$ cat src/hdl/adc24_pkg.sv
// Shared types and constants for the 24-bit serial converter reader.
package adc24_pkg;

   localparam int DATA_BITS_DEF = 24;
   localparam int OUT_W         = 24;
   localparam int EXT_W         = 32;
   localparam int MS_W          = 10;
   localparam int WAKE_W        = 8;
   localparam int REQ_W         = 3;
   localparam int CSR_IDX_W     = 2;
   localparam int CSR_DATA_W    = 10;

   localparam logic [MS_W-1:0]   MS_MAX            = 10'd1023;
   localparam logic [MS_W-1:0]   READ_TIMEOUT_RST  = 10'd120;
   localparam logic [MS_W-1:0]   INIT_TIMEOUT_RST  = 10'd200;
   localparam logic [WAKE_W-1:0] WAKE_DELAY_RST    = 8'd2;

   // Request codes
   localparam logic [REQ_W-1:0] REQ_NONE  = 3'd0;
   localparam logic [REQ_W-1:0] REQ_READ  = 3'd1;
   localparam logic [REQ_W-1:0] REQ_PDOWN = 3'd2;
   localparam logic [REQ_W-1:0] REQ_WAKE  = 3'd3;
   localparam logic [REQ_W-1:0] REQ_INIT  = 3'd4;

   // Register indexes
   localparam logic [CSR_IDX_W-1:0] CSR_READ_TIMEOUT = 2'd0;
   localparam logic [CSR_IDX_W-1:0] CSR_INIT_TIMEOUT = 2'd1;
   localparam logic [CSR_IDX_W-1:0] CSR_WAKE_DELAY   = 2'd2;

   typedef struct packed {
      logic [MS_W-1:0]   read_timeout_ms;
      logic [MS_W-1:0]   init_timeout_ms;
      logic [WAKE_W-1:0] wake_delay_ms;
   } cfg_type;

   typedef struct packed {
      logic              clock_pin;
      logic              power_pin;
      logic              busy_res;
      logic              done_res;
      logic              status;
      logic [OUT_W-1:0]  sample_value;
   } rsp_type;

endpackage

$ cat src/hdl/adc24_seq.sv
// Tick sequencer: pin state machine, shift register and millisecond counter.
module adc24_seq #(
   parameter int DATA_BITS = adc24_pkg::DATA_BITS_DEF
) (
   input  logic                           clock,
   input  logic                           reset,
   input  logic                           step,
   input  logic [adc24_pkg::REQ_W-1:0]    req_type,
   input  logic                           data_pin,
   input  logic                           ms_strobe,
   input  adc24_pkg::cfg_type             cfg,
   output adc24_pkg::rsp_type             rsp
);

   localparam int CNT_W = $clog2(DATA_BITS + 1);

   typedef enum logic [3:0] {
      PH_IDLE,
      PH_RD_WAIT,
      PH_RD_HIGH,
      PH_RD_SAMPLE,
      PH_EXTRA_HIGH,
      PH_EXTRA_LOW,
      PH_WAKE,
      PH_INIT_PD,
      PH_INIT_WAKE,
      PH_INIT_WAIT
   } phase_type;

   phase_type                     phase_ff, phase_in;
   logic [DATA_BITS-1:0]          shift_ff, shift_in;
   logic [CNT_W-1:0]              bit_ff, bit_in;
   logic [adc24_pkg::MS_W-1:0]    ms_ff, ms_in, ms_inc, limit;
   logic                          clk_lvl_ff, clk_lvl_in;
   logic                          pwr_lvl_ff, pwr_lvl_in;
   logic [adc24_pkg::OUT_W-1:0]   last_ff, last_in;
   logic [adc24_pkg::EXT_W-1:0]   ext_word;
   logic                          done, stat;

   assign ms_inc = (ms_strobe && (ms_ff != adc24_pkg::MS_MAX)) ?
                   ms_ff + 1'b1 : ms_ff;
   assign ext_word = adc24_pkg::EXT_W'($signed(shift_ff));

   always_comb begin
      phase_in   = phase_ff;
      shift_in   = shift_ff;
      bit_in     = bit_ff;
      ms_in      = ms_ff;
      clk_lvl_in = clk_lvl_ff;
      pwr_lvl_in = pwr_lvl_ff;
      last_in    = last_ff;
      done       = 1'b0;
      stat       = 1'b0;
      limit      = (phase_ff == PH_RD_WAIT) ? cfg.read_timeout_ms : cfg.init_timeout_ms;
      case (phase_ff)
         PH_IDLE: begin
            case (req_type)
               adc24_pkg::REQ_READ: begin
                  ms_in    = '0;
                  phase_in = PH_RD_WAIT;
               end
               adc24_pkg::REQ_PDOWN: begin
                  clk_lvl_in = 1'b0;
                  pwr_lvl_in = 1'b0;
                  done       = 1'b1;
               end
               adc24_pkg::REQ_WAKE: begin
                  pwr_lvl_in = 1'b1;
                  ms_in      = '0;
                  phase_in   = PH_WAKE;
               end
               adc24_pkg::REQ_INIT: begin
                  clk_lvl_in = 1'b0;
                  pwr_lvl_in = 1'b0;
                  phase_in   = PH_INIT_PD;
               end
               default: ;
            endcase
         end
         PH_RD_WAIT, PH_INIT_WAIT: begin
            if (!data_pin) begin
               if (phase_ff == PH_RD_WAIT) begin
                  shift_in   = '0;
                  bit_in     = '0;
                  clk_lvl_in = 1'b1;
                  phase_in   = PH_RD_SAMPLE;
               end else begin
                  done     = 1'b1;
                  phase_in = PH_IDLE;
               end
            end else begin
               ms_in = ms_inc;
               if (ms_inc >= limit) begin
                  done     = 1'b1;
                  stat     = 1'b1;
                  phase_in = PH_IDLE;
               end
            end
         end
         PH_RD_HIGH: begin
            clk_lvl_in = 1'b1;
            phase_in   = PH_RD_SAMPLE;
         end
         PH_RD_SAMPLE: begin
            shift_in   = {shift_ff[DATA_BITS-2:0], data_pin};
            clk_lvl_in = 1'b0;
            bit_in     = bit_ff + 1'b1;
            phase_in   = (bit_in >= CNT_W'(DATA_BITS)) ? PH_EXTRA_HIGH : PH_RD_HIGH;
         end
         PH_EXTRA_HIGH: begin
            clk_lvl_in = 1'b1;
            phase_in   = PH_EXTRA_LOW;
         end
         PH_EXTRA_LOW: begin
            last_in    = ext_word[adc24_pkg::OUT_W-1:0];
            clk_lvl_in = 1'b0;
            done       = 1'b1;
            phase_in   = PH_IDLE;
         end
         PH_WAKE, PH_INIT_WAKE: begin
            ms_in = ms_inc;
            if (ms_inc >= adc24_pkg::MS_W'(cfg.wake_delay_ms)) begin
               if (phase_ff == PH_WAKE) begin
                  done     = 1'b1;
                  phase_in = PH_IDLE;
               end else begin
                  ms_in    = '0;
                  phase_in = PH_INIT_WAIT;
               end
            end
         end
         PH_INIT_PD: begin
            pwr_lvl_in = 1'b1;
            ms_in      = '0;
            phase_in   = PH_INIT_WAKE;
         end
         default: phase_in = PH_IDLE;
      endcase
   end

   assign rsp.clock_pin    = clk_lvl_in;
   assign rsp.power_pin    = pwr_lvl_in;
   assign rsp.busy_res     = (phase_in != PH_IDLE);
   assign rsp.done_res     = done;
   assign rsp.status       = stat;
   assign rsp.sample_value = last_in;

   always_ff @(posedge clock) begin
      if (reset) begin
         phase_ff   <= PH_IDLE;
         shift_ff   <= '0;
         bit_ff     <= '0;
         ms_ff      <= '0;
         clk_lvl_ff <= 1'b0;
         pwr_lvl_ff <= 1'b0;
         last_ff    <= '0;
      end else if (step) begin
         phase_ff   <= phase_in;
         shift_ff   <= shift_in;
         bit_ff     <= bit_in;
         ms_ff      <= ms_in;
         clk_lvl_ff <= clk_lvl_in;
         pwr_lvl_ff <= pwr_lvl_in;
         last_ff    <= last_in;
      end
   end

endmodule

$ cat src/hdl/adc24_out_buf.sv
// Result register with one skid entry between the sequencer and the rsp channel.
module adc24_out_buf (
   input  logic                clock,
   input  logic                reset,
   input  logic                push,
   input  adc24_pkg::rsp_type  push_data,
   output logic                full,
   output logic                out_valid,
   input  logic                out_stall,
   output adc24_pkg::rsp_type  out_data
);

   logic                out_valid_ff, skid_valid_ff;
   adc24_pkg::rsp_type  out_data_ff, skid_data_ff;
   logic                take;

   assign take      = out_valid_ff && !out_stall;
   assign full      = skid_valid_ff;
   assign out_valid = out_valid_ff;
   assign out_data  = out_data_ff;

   always_ff @(posedge clock) begin
      if (reset) begin
         out_valid_ff  <= 1'b0;
         skid_valid_ff <= 1'b0;
      end else if (skid_valid_ff) begin
         // no push while the skid entry is occupied; drain it on a take
         if (take) begin
            out_valid_ff  <= 1'b1;
            skid_valid_ff <= 1'b0;
         end
      end else if (push) begin
         if (!out_valid_ff || take) begin
            out_valid_ff <= 1'b1;
         end else begin
            skid_valid_ff <= 1'b1;
         end
      end else if (take) begin
         out_valid_ff <= 1'b0;
      end
   end

   always_ff @(posedge clock) begin
      if (skid_valid_ff) begin
         if (take) begin
            out_data_ff <= skid_data_ff;
         end
      end else if (push) begin
         if (!out_valid_ff || take) begin
            out_data_ff <= push_data;
         end else begin
            skid_data_ff <= push_data;
         end
      end
   end

endmodule

$ cat src/hdl/adc_24bit_serial_reader.sv
// Top level of the 24-bit serial converter reader: registers, sequencer, result buffer.
// A result beat is registered in the output stage, or the skid entry if rsp_ stalls.
// Throughput: one req_ beat per clock while req_stall is low.
// A stalled rsp_ side is absorbed by one skid entry, after which req_stall rises.
// Reset (synchronous, active high) idles the sequencer, powers the converter
// down, clears the last sample and loads the timeout and wake registers defaults.
module adc_24bit_serial_reader #(
   parameter int DATA_BITS = adc24_pkg::DATA_BITS_DEF
) (
   input  logic                                clock,
   input  logic                                reset,
   // request channel
   input  logic                                req_valid,
   output logic                                req_stall,
   input  logic [adc24_pkg::REQ_W-1:0]         req_type,
   input  logic                                req_data_pin,
   input  logic                                req_ms_strobe,
   // result channel
   output logic                                rsp_valid,
   input  logic                                rsp_stall,
   output logic                                rsp_clock_pin,
   output logic                                rsp_power_pin,
   output logic                                rsp_busy_res,
   output logic                                rsp_done_res,
   output logic                                rsp_status,
   output logic signed [adc24_pkg::OUT_W-1:0]  rsp_sample_value,
   // configuration writes
   input  logic                                csr_wr_en,
   input  logic [adc24_pkg::CSR_IDX_W-1:0]     csr_index,
   input  logic [adc24_pkg::CSR_DATA_W-1:0]    csr_wdata
);

   adc24_pkg::cfg_type  cfg_ff;
   adc24_pkg::rsp_type  seq_rsp, buf_rsp;
   logic                accept, buf_full;

   // Take a beat whenever the skid entry is free
   assign req_stall = buf_full;
   assign accept    = req_valid && !buf_full;

   // Configuration registers; unknown indexes drop the write
   always_ff @(posedge clock) begin
      if (reset) begin
         cfg_ff.read_timeout_ms <= adc24_pkg::READ_TIMEOUT_RST;
         cfg_ff.init_timeout_ms <= adc24_pkg::INIT_TIMEOUT_RST;
         cfg_ff.wake_delay_ms   <= adc24_pkg::WAKE_DELAY_RST;
      end else if (csr_wr_en) begin
         case (csr_index)
            adc24_pkg::CSR_READ_TIMEOUT:
               cfg_ff.read_timeout_ms <= csr_wdata[adc24_pkg::MS_W-1:0];
            adc24_pkg::CSR_INIT_TIMEOUT:
               cfg_ff.init_timeout_ms <= csr_wdata[adc24_pkg::MS_W-1:0];
            adc24_pkg::CSR_WAKE_DELAY:
               cfg_ff.wake_delay_ms   <= csr_wdata[adc24_pkg::WAKE_W-1:0];
            default: ;
         endcase
      end
   end

   // Advance the pin sequencer once per accepted beat
   adc24_seq #(
      .DATA_BITS (DATA_BITS)
   ) u_seq (
      .clock     (clock),
      .reset     (reset),
      .step      (accept),
      .req_type  (req_type),
      .data_pin  (req_data_pin),
      .ms_strobe (req_ms_strobe),
      .cfg       (cfg_ff),
      .rsp       (seq_rsp)
   );

   // Hold results until the rsp_ side takes them
   adc24_out_buf u_out_buf (
      .clock     (clock),
      .reset     (reset),
      .push      (accept),
      .push_data (seq_rsp),
      .full      (buf_full),
      .out_valid (rsp_valid),
      .out_stall (rsp_stall),
      .out_data  (buf_rsp)
   );

   assign rsp_clock_pin    = buf_rsp.clock_pin;
   assign rsp_power_pin    = buf_rsp.power_pin;
   assign rsp_busy_res     = buf_rsp.busy_res;
   assign rsp_done_res     = buf_rsp.done_res;
   assign rsp_status       = buf_rsp.status;
   assign rsp_sample_value = $signed(buf_rsp.sample_value);

endmodule

$ cat config.mk
export PLATFORM = sky130hd
export DESIGN_NAME = adc_24bit_serial_reader
export DESIGN_NICKNAME = d
export VERILOG_FILES = /design/src/hdl/adc24_pkg.sv /design/src/hdl/adc24_seq.sv /design/src/hdl/adc24_out_buf.sv /design/src/hdl/adc_24bit_serial_reader.sv
export SDC_FILE = /design/constraint.sdc
export NUM_CORES = 1
export LEC_CHECK = 0
export ABC_AREA = 1
export ABC_CLOCK_PERIOD_IN_PS = 4300
export BUFFER_PORTS_ARGS = -buffer_cell sky130_fd_sc_hd__buf_2
export CAP_MARGIN = 40
export CORE_UTILIZATION = 50
export CTS_CLUSTER_SIZE = 14
export DETAILED_ROUTE_END_ITERATION = 12
export PLACE_DENSITY_LB_ADDON = 0.05
export SLEW_MARGIN = 5
export SYNTH_ARGS = -nofsm -noshare
export SYNTH_HDL_FRONTEND = slang
export SYNTH_SLANG_ARGS = --single-unit
export TNS_END_PERCENT = 1
$ cat constraint.sdc
create_clock -name clock -period 4.3 [get_ports clock]
set_clock_uncertainty 0.2 [all_clocks]
set_input_delay 0.86 -clock clock [delete_from_list [all_inputs] [get_ports clock]]
set_output_delay 0.86 -clock clock [all_outputs]
set_load 0.02 [all_outputs]
==> metrics.txt, run 1 <==
run status=completed; Net Switching=1.05 mW; relative area change from synthesis to final layout=14.0%; wire length after detailed routing=16,400 um; clock slew seen by the registers of the worst setup and hold paths=0.06 ns; RSZ-0062 raised after global routing=no; Hold Buf Count CTS=0; die area=15,200 um^2; critical path peak fanout=7; number of buffers inserted by port buffering=52; CTS max path bufs=2; number of buffers inserted during clock tree synthesis=17; largest net degree at the start of global routing=between 50 and 60; row count=43; relative contribution of the clock network to total power=around 40%; IR drop worst, VDD=0.256 mV; Crit Path Category=reg -> reg; later-pin clock latency in the skew report=0.42 ns; Syn Nets=between 900 and 1,000; number of antenna violations at the first check in global routing=0; Switching Share=28.1%; total of cells resized after clock tree synthesis=0; number of global-route vias before repair=5,371; I/O pins=53; level count of the clock H-tree=4; Data arrival, critical path=3.32 ns; global-route wire length before repair=26,800 um; period utilization=77.9%; cell at the root of the clock tree=sky130_fd_sc_hd__clkbuf_16; ordered cell list for the critical path=ha_1 > inv_2 > nor2_4 > nand3b_4 > nand2_4 > nor2_4 > nand3_1 > nor3_1 > xor2_1 > ha_1 > nand2_1 > nand2_1 > a21oi_1 > nand4_1 > nand2_1 > inv_1 > a21oi_1 > o2111ai_1 > nand2_1 > nand2_1; Via-to-Cell Ratio=between 5 and 6; part of the power in combinational logic=between 10% and 20%; slowest stage cell on the critical path=sky130_fd_sc_hd__dfxtp_1; remaining number of nets flagged by the antenna check after routing=0; Seq/Total Area, Yosys=50.8%; residual overflow from global routing=0; initial core utilization=52.0%; Max-Cap Viols=0; Hold Crit Class=reg -> reg; required time of the critical path=4.28 ns; library cells used by synthesis=40; cell with the most instances on the worst path=sky130_fd_sc_hd__nand2_1; Die W=123 um; n_diodes=0; setup fix buffers added after clock tree synthesis=0; Setup crit end kind=register; clock tree from TritonCTS=done; worst slew margin relative to its limit=approximately 41%; Flop pwr share=45.0%; Yosys Warn Count=0; cell leakage power=about 3.7 nW; placed wire-length estimate=11,000 um; drc violations=0; NumNets Final=987; Seq cells post-synth=157; number of sinks handled by clock tree synthesis=around 160; Critical Path Max Stage Delay=0.34 ns; first-pass iteration count of the detailed router=5; slew of the pin with the lowest slew margin=0.878 ns; Die Ht=123 um; initial detailed-routing violation count=441; Sequential Area=~3700 um^2; combined area of the multi-input logic cells=3000 um^2; number of setup violations in the final report=0; per-cell routed wire length=14.5 um; GP Congestion=about 0.85; pins over their slew limit=0; worst reg2reg setup slack=0.95 ns; All-Layer GR Usage=23.2%; Critical Path Source Type=register; final count of hold timing violations=0; Util after Layout=59.3%; sum of negative setup slack=0 ns; via count=5,997; post-synthesis average cell area=8.14 um^2; post-synthesis cell area=7330 um^2; cells after synthesis=901; number of fill cells in the layout=~1,300; fraction of final layout cells sized beyond drive strength 1=13.9%; top achievable clock speed=299 MHz; Power per Cell Area=448 nW/um^2; crit path time final=3.35 ns; cell internal pwr=roughly 2.7 mW; Floorplan Core Area=~14,000 um^2
-- state kept, by name, indices dropped and copies added (netlist names) --
name and cells:
u_out_buf.out_data 29, u_out_buf.skid_data_ff 29, cfg_ff 28, u_seq.last_ff 24
u_seq.shift_ff 24, u_seq.ms_ff 10, u_seq.bit_ff 5, u_seq.phase_ff 4
u_out_buf.full 1, u_out_buf.out_valid 1, u_seq.clk_lvl_ff 1, u_seq.pwr_lvl_ff 1
-- metal layers --
metal	routed length [um]	track usage [%]
met1	8440	34.9
met3	889	4.98
met5	0	0
met4	268	7.15
met2	6840	33.0
-- kinds of logic after synthesis --
kind of cell / after synthesis / synth area share [%]
buffers and inverters: 157 / 8.58
adders and majority gates: 21 / 3.58
and+or+nand+nor: 364 / 21.5
muxes: 9 / 1.23
AOI/OAI and AO/OA: 183 / 13.2
DFF: 157 / 50.8
xor gates and xnor gates: 10 / 1.19
-- path summary, 6_finish.rpt --
kind | startpoint | to | depth (start not counted)
min reg2reg | cfg_ff[0] | cfg_ff[0] | 2
max reg2reg | u_seq.ms_ff[1] | u_out_buf.out_data[25] | 20
min | cfg_ff[0] | cfg_ff[0] | 2
max | u_seq.ms_ff[1] | u_out_buf.out_data[25] | 20
-- Yosys cell counts (all sizes together) --
library cell	n	area, um^2
nand2	241	947
inv	112	420
dfxtp	99	1980
o21ai	90	450
a21oi	80	400
edfxtp	58	1740
nor2	58	260
nand3	50	260
clkbuf	23	86.3
ha	21	263
buf	19	110
mux2i	9	90.1
xor2	8	70.1
nor3	7	40.0
nand4	4	25.0
a211oi	3	22.5
clkinv	3	12.5
a31oi	2	12.5
o211ai	2	28.8
o21bai	2	15.0
o221ai	2	17.5
xnor2	2	17.5
nand3b	1	20.0
nor3b	1	7.51
nor4	1	6.26
o2111ai	1	8.76
o211a	1	10.0
or2	1	6.26
-- cell type report --
class | count | share of cell area [%]
sequential | 157 | 44.5
clock buffer | 19 | 5.18
inverter | 115 | 5.18
timing repair buffer | 66 | 4.61
tap | 180 | 2.69
multi-input combinational | 587 | 35.8
clock inverter | 13 | 1.96
-- critical path: cells and delay by family (launching register included) --
kind / cells / cell delay, ns
AO/OA/AOI/OAI: 3 / 0.39
XOR/XNOR: 1 / 0.32
adder cells (fa/ha/maj): 2 / 0.51
buffers and inverters: 2 / 0.16
flip-flops: 1 / 0.34
AND/OR/NAND/NOR: 12 / 1.19
-- power groups by stage --
| stage | clock [mW] | combinational [mW] | sequential [mW] |
|---|---|---|---|
| 2_1_floorplan | 0 | 0.365 | 1.75 |
| 3_3_place_gp | 0 | 0.534 | 1.71 |
| 3_5_place_dp | 0 | 0.553 | 1.72 |
| 4_1_cts | 1.52 | 0.557 | 1.69 |
| 5_1_grt | 1.60 | 0.629 | 1.69 |
| 6_report | 1.50 | 0.556 | 1.68 |
-- cells in the final DEF (no fill, tap or decap), drive strengths merged, types with 3 or more instances in the layout --
cell,instances
nand2,241
nor3,7
mux2i,9
inv,115
nand3,50
dfxtp,99
edfxtp,58
xor2,8
a211oi,3
ha,21
clkinv,7
buf,66
o21ai,90
clkbuf,19
a21oi,80
nand4,4
nor2,58
clkinvlp,4
-- metrics by stage --
stage	instances	setup WS, ns	power [mW]	area, um^2	hold WS, ns
after floorplan	901	1.16	2.11	7330	0.228
after global placement	1103	0.882	2.25	7730	0.238
after detailed placement	1105	0.786	2.27	7760	0.246
after CTS	1137	0.984	3.76	8360	0.258
after global routing	1137	0.704	3.92	8360	0.280
final	1137	0.951	3.74	8360	0.258
Power figures use the tool's default switching activity.
==> run 2, diff against run 1 <==
- ABC_AREA: 1 -> 0
- ABC_CLOCK_PERIOD_IN_PS: 4300 -> 3100
- clock period: 4.3 -> 3.1 ns (I/O delays scaled with it)
==> run 2 against run 1 <==
  * The run now ends with negative setup slack left
  * Critical path depth is 7 lower
  * Core utilization is 3.5 points higher
  * Combinational power is 14% higher
  * Die area is 0.92% lower
  * First-iteration DRC count is 20% lower
  * Register-to-register slack worse by 1.2 ns
  * Cell count is 13% lower
  * Cell area is 5.4% higher
  * Global-route usage is 0.48 points lower
  * Area after synthesis is 0.94% lower
  * Clock-buffer cell count stayed put
  * Largest power group unchanged
==> metrics.txt, run 2 <==
Setup Slack @ Placement=-0.434 ns (-1.22 ns); leading post-synthesis cells by instance count=sky130_fd_sc_hd__dfxtp_1 (99), sky130_fd_sc_hd__nor2_1 (93), sky130_fd_sc_hd__edfxtp_1 (58); clock slew seen by the registers of the worst setup and hold paths=0.06 ns (about the same); Crit Path Category=reg -> reg; Die W=123 um (-0.46%); clock tree from TritonCTS=done; later-pin clock latency in the skew report=0.42 ns (about the same); remaining number of nets flagged by the antenna check after routing=0 (unchanged); slowest stage cell on the critical path=sky130_fd_sc_hd__dfxtp_2; combined area of the multi-input logic cells=3510 um^2 (+17%); die area=15,000 um^2 (-0.92%); Floorplan Core Area=14,000 um^2 (-0.38%); post-synthesis cell area=7260 um^2 (-0.94%); drc violations=0 (unchanged); number of setup violations in the final report=15 (+15); Seq/Total Area, Yosys=51.3% (+0.48 points); All-Layer GR Usage=22.7% (-0.48 points); n_diodes=0 (unchanged); top cell type's share of synthesized area=27.3% (+0.26 points); top_reg_cell synth=sky130_fd_sc_hd__dfxtp_1; violated checks=negative setup slack; Via-to-Cell Ratio=5.56 (+5.5%); PnR Total Power=5.02 mW (+34%); most frequent cells in the layout=sky130_fd_sc_hd__dfxtp_1 (97), sky130_fd_sc_hd__nor2_1 (91), sky130_fd_sc_hd__edfxtp_1 (58), sky130_fd_sc_hd__nand2_1 (55); fraction of final layout cells sized beyond drive strength 1=29.6% (+16 points); required time of the critical path=3.07 ns (-1.21 ns); placed instance count=956 (-13%); run status=complete, but fails checks; ordered cell list for the critical path=ha_4 > and3_4 > nand4_1 > nand3_2 > buf_4 > xnor2_2 > ha_1 > a22o_1 > o41ai_2 > buf_4 > a21oi_2 > a221o_1 > mux2_2; top achievable clock speed=299 MHz (about the same); number of sinks handled by clock tree synthesis=157 (unchanged); met3 wire length=526 um (-41%); cell with the most instances on the worst path=sky130_fd_sc_hd__buf_4; via count=5,514 (-8.1%); post-synthesis average cell area=10.2 um^2 (+25%); worst slew margin relative to its limit=58.3% (+17 points); global-route wire length before repair=26,300 um (-2.1%); number of antenna violations at the first check in global routing=0 (unchanged); pins over their slew limit=0 (unchanged); largest net degree at the start of global routing=59 (+1.7%); Yosys Warn Count=0 (unchanged); initial detailed-routing violation count=352 (-20%); Power per Cell Area=570 nW/um^2 (+27%); per-cell routed wire length=16.0 um (+11%); total non-filler cell area in the finished layout=8810 um^2 (+5.4%); setup ws final=-0.249 ns (-1.20 ns); residual overflow from global routing=0 (unchanged); Hold Crit Class=in -> reg; cell at the root of the clock tree=sky130_fd_sc_hd__clkbuf_16; first-pass iteration count of the detailed router=4 (-1); placed wire-length estimate=10,400 um (-5.4%); Critical Path Source Type=register; count of placed standard cells in the final layout, fillers left out=991 (-13%); Sequential Area=3730 um^2 (about the same); I/O pins=53 (unchanged); cell leakage power=3.51 nW (-6.0%); highest metal layer with signal wires=met4; library cell with the highest instance count after synthesis=sky130_fd_sc_hd__dfxtp_1; Critical Path Max Stage Delay=0.34 ns (about the same); largest area contributor in the synthesized netlist=sky130_fd_sc_hd__dfxtp_1; initial core utilization=51.7% (-0.29 points); number of fill cells in the layout=1,186 (-9.7%); Data arrival, critical path=3.32 ns (about the same); Syn Nets=757 (-20%); relative area change from synthesis to final layout=21.4%; RSZ-0062 raised after global routing=yes; Die Ht=123 um (-0.46%); most area-consuming cells after synthesis=sky130_fd_sc_hd__dfxtp_1 (27%), sky130_fd_sc_hd__edfxtp_1 (24%), sky130_fd_sc_hd__mux2_2 (8.5%); routed length on met2=7240 um (+5.9%); Seq cells post-synth=157 (unchanged); cells after synthesis=714 (-21%); number of buffers inserted by port buffering=52 (unchanged); async set or reset register ratio after synthesis=0% (unchanged); commonest non-fill, non-tap cell in the layout=sky130_fd_sc_hd__dfxtp_1; critical path peak fanout=4 (-3); Post-Route M1 WL=7850 um (-7.0%); GP Congestion=0.840 (-1.4%); row count=43 (unchanged); Setup crit end kind=register; wire length after detailed routing=15,900 um (-3.3%); number of buffers inserted during clock tree synthesis=17 (unchanged); Hold Buf Count CTS=0 (unchanged); number of enable-type register cells in the synthesized netlist=58 (unchanged); IR drop worst, VDD=0.391 mV (+53%); library cells used by synthesis=64 (+60%); slew of the pin with the lowest slew margin=0.623 ns (-0.255 ns); final count of hold timing violations=0 (unchanged); CTS max path bufs=2 (unchanged); NumNets Final=841 (-15%); number of global-route vias before repair=5,271 (-1.9%); sum of negative setup slack=-1.50 ns (-1.50 ns); period utilization=108% (+30 points); placed instance area=7990 um^2 (+3.0%); level count of the clock H-tree=4 (unchanged); Max-Cap Viols=0 (unchanged); crit path time final=3.35 ns (-0.0000230 ns)
## run 2: cell families (layout without fill, tap and decap cells)
kind of cell | count (synthesis) | after routing | synth area share, %
simple gates | 276 | 276 | 18.5
flops | 157 | 157 | 51.3
compound gates | 116 | 116 | 10.7
mux | 78 | 78 | 11.7
buf+inv | 59 | 156 | 3.36
fa+ha+maj | 21 | 21 | 3.62
xor+xnor | 7 | 7 | 0.844
## run 2: cell type report
| class | count | area share, % |
|---|---|---|
| repair buffers | 109 | 7.98 |
| clock buffers | 19 | 5.02 |
| multi-input cells | 498 | 39.8 |
| flip-flops and latches | 157 | 42.3 |
| well taps | 180 | 2.56 |
| inverters | 15 | 0.639 |
| clock inverters | 13 | 1.76 |
## run 2: final timing paths
check / end / slack (ns) / cells after the start / from
setup / recovery: u_out_buf.out_data[25] / -0.25 / 13 / u_seq.ms_ff[1]
hold / removal: cfg_ff[22] / 0.23 / 2 / csr_wdata[4]
setup reg to reg: u_out_buf.out_data[25] / -0.25 / 13 / u_seq.ms_ff[1]
hold reg to reg: cfg_ff[16] / 0.25 / 2 / cfg_ff[16]
## run 2: power breakdown
part / switching, mW / total [mW] / internal, mW / leakage (nW)
registers: 0.0376 / 2.29 / 2.26 / 1.37
clock network: 0.871 / 2.10 / 1.23 / 0.288
logic: 0.385 / 0.632 / 0.247 / 1.85
total: 1.29 / 5.02 / 3.73 / 3.51
## run 2: stage by stage
stage	hold WS [ns]	util (%)
after floorplan	0.228	-
final	0.234	62.8
after global routing	0.234	62.8
after detailed placement	0.249	56.9
after CTS	0.217	62.4
after global placement	0.242	56.8
## run 2: routing by layer
layer  up-vias  GRT usage, %
met4         0          8.08
met2        87          34.3
met1      2659          32.2
li1       2745             -
met3        23          4.55
met5         -             0
## run 2: worst max-delay path: cells and delay by family, from the launching register on
kind	cells	cell delay, ns
AOI/OAI and AO/OA	4	0.88
adders and majority gates	2	0.47
and+or+nand+nor	3	0.46
DFF	1	0.34
buffers and inverters	2	0.34
muxes	1	0.26
xor gates and xnor gates	1	0.14
## run 2: repair_timing
action / in CTS / in global routing
pin swaps: 19 / 11
setup endpoints to repair: 20 / 20
gates resized for setup: 27 / 10
setup buffers: 3 / 0
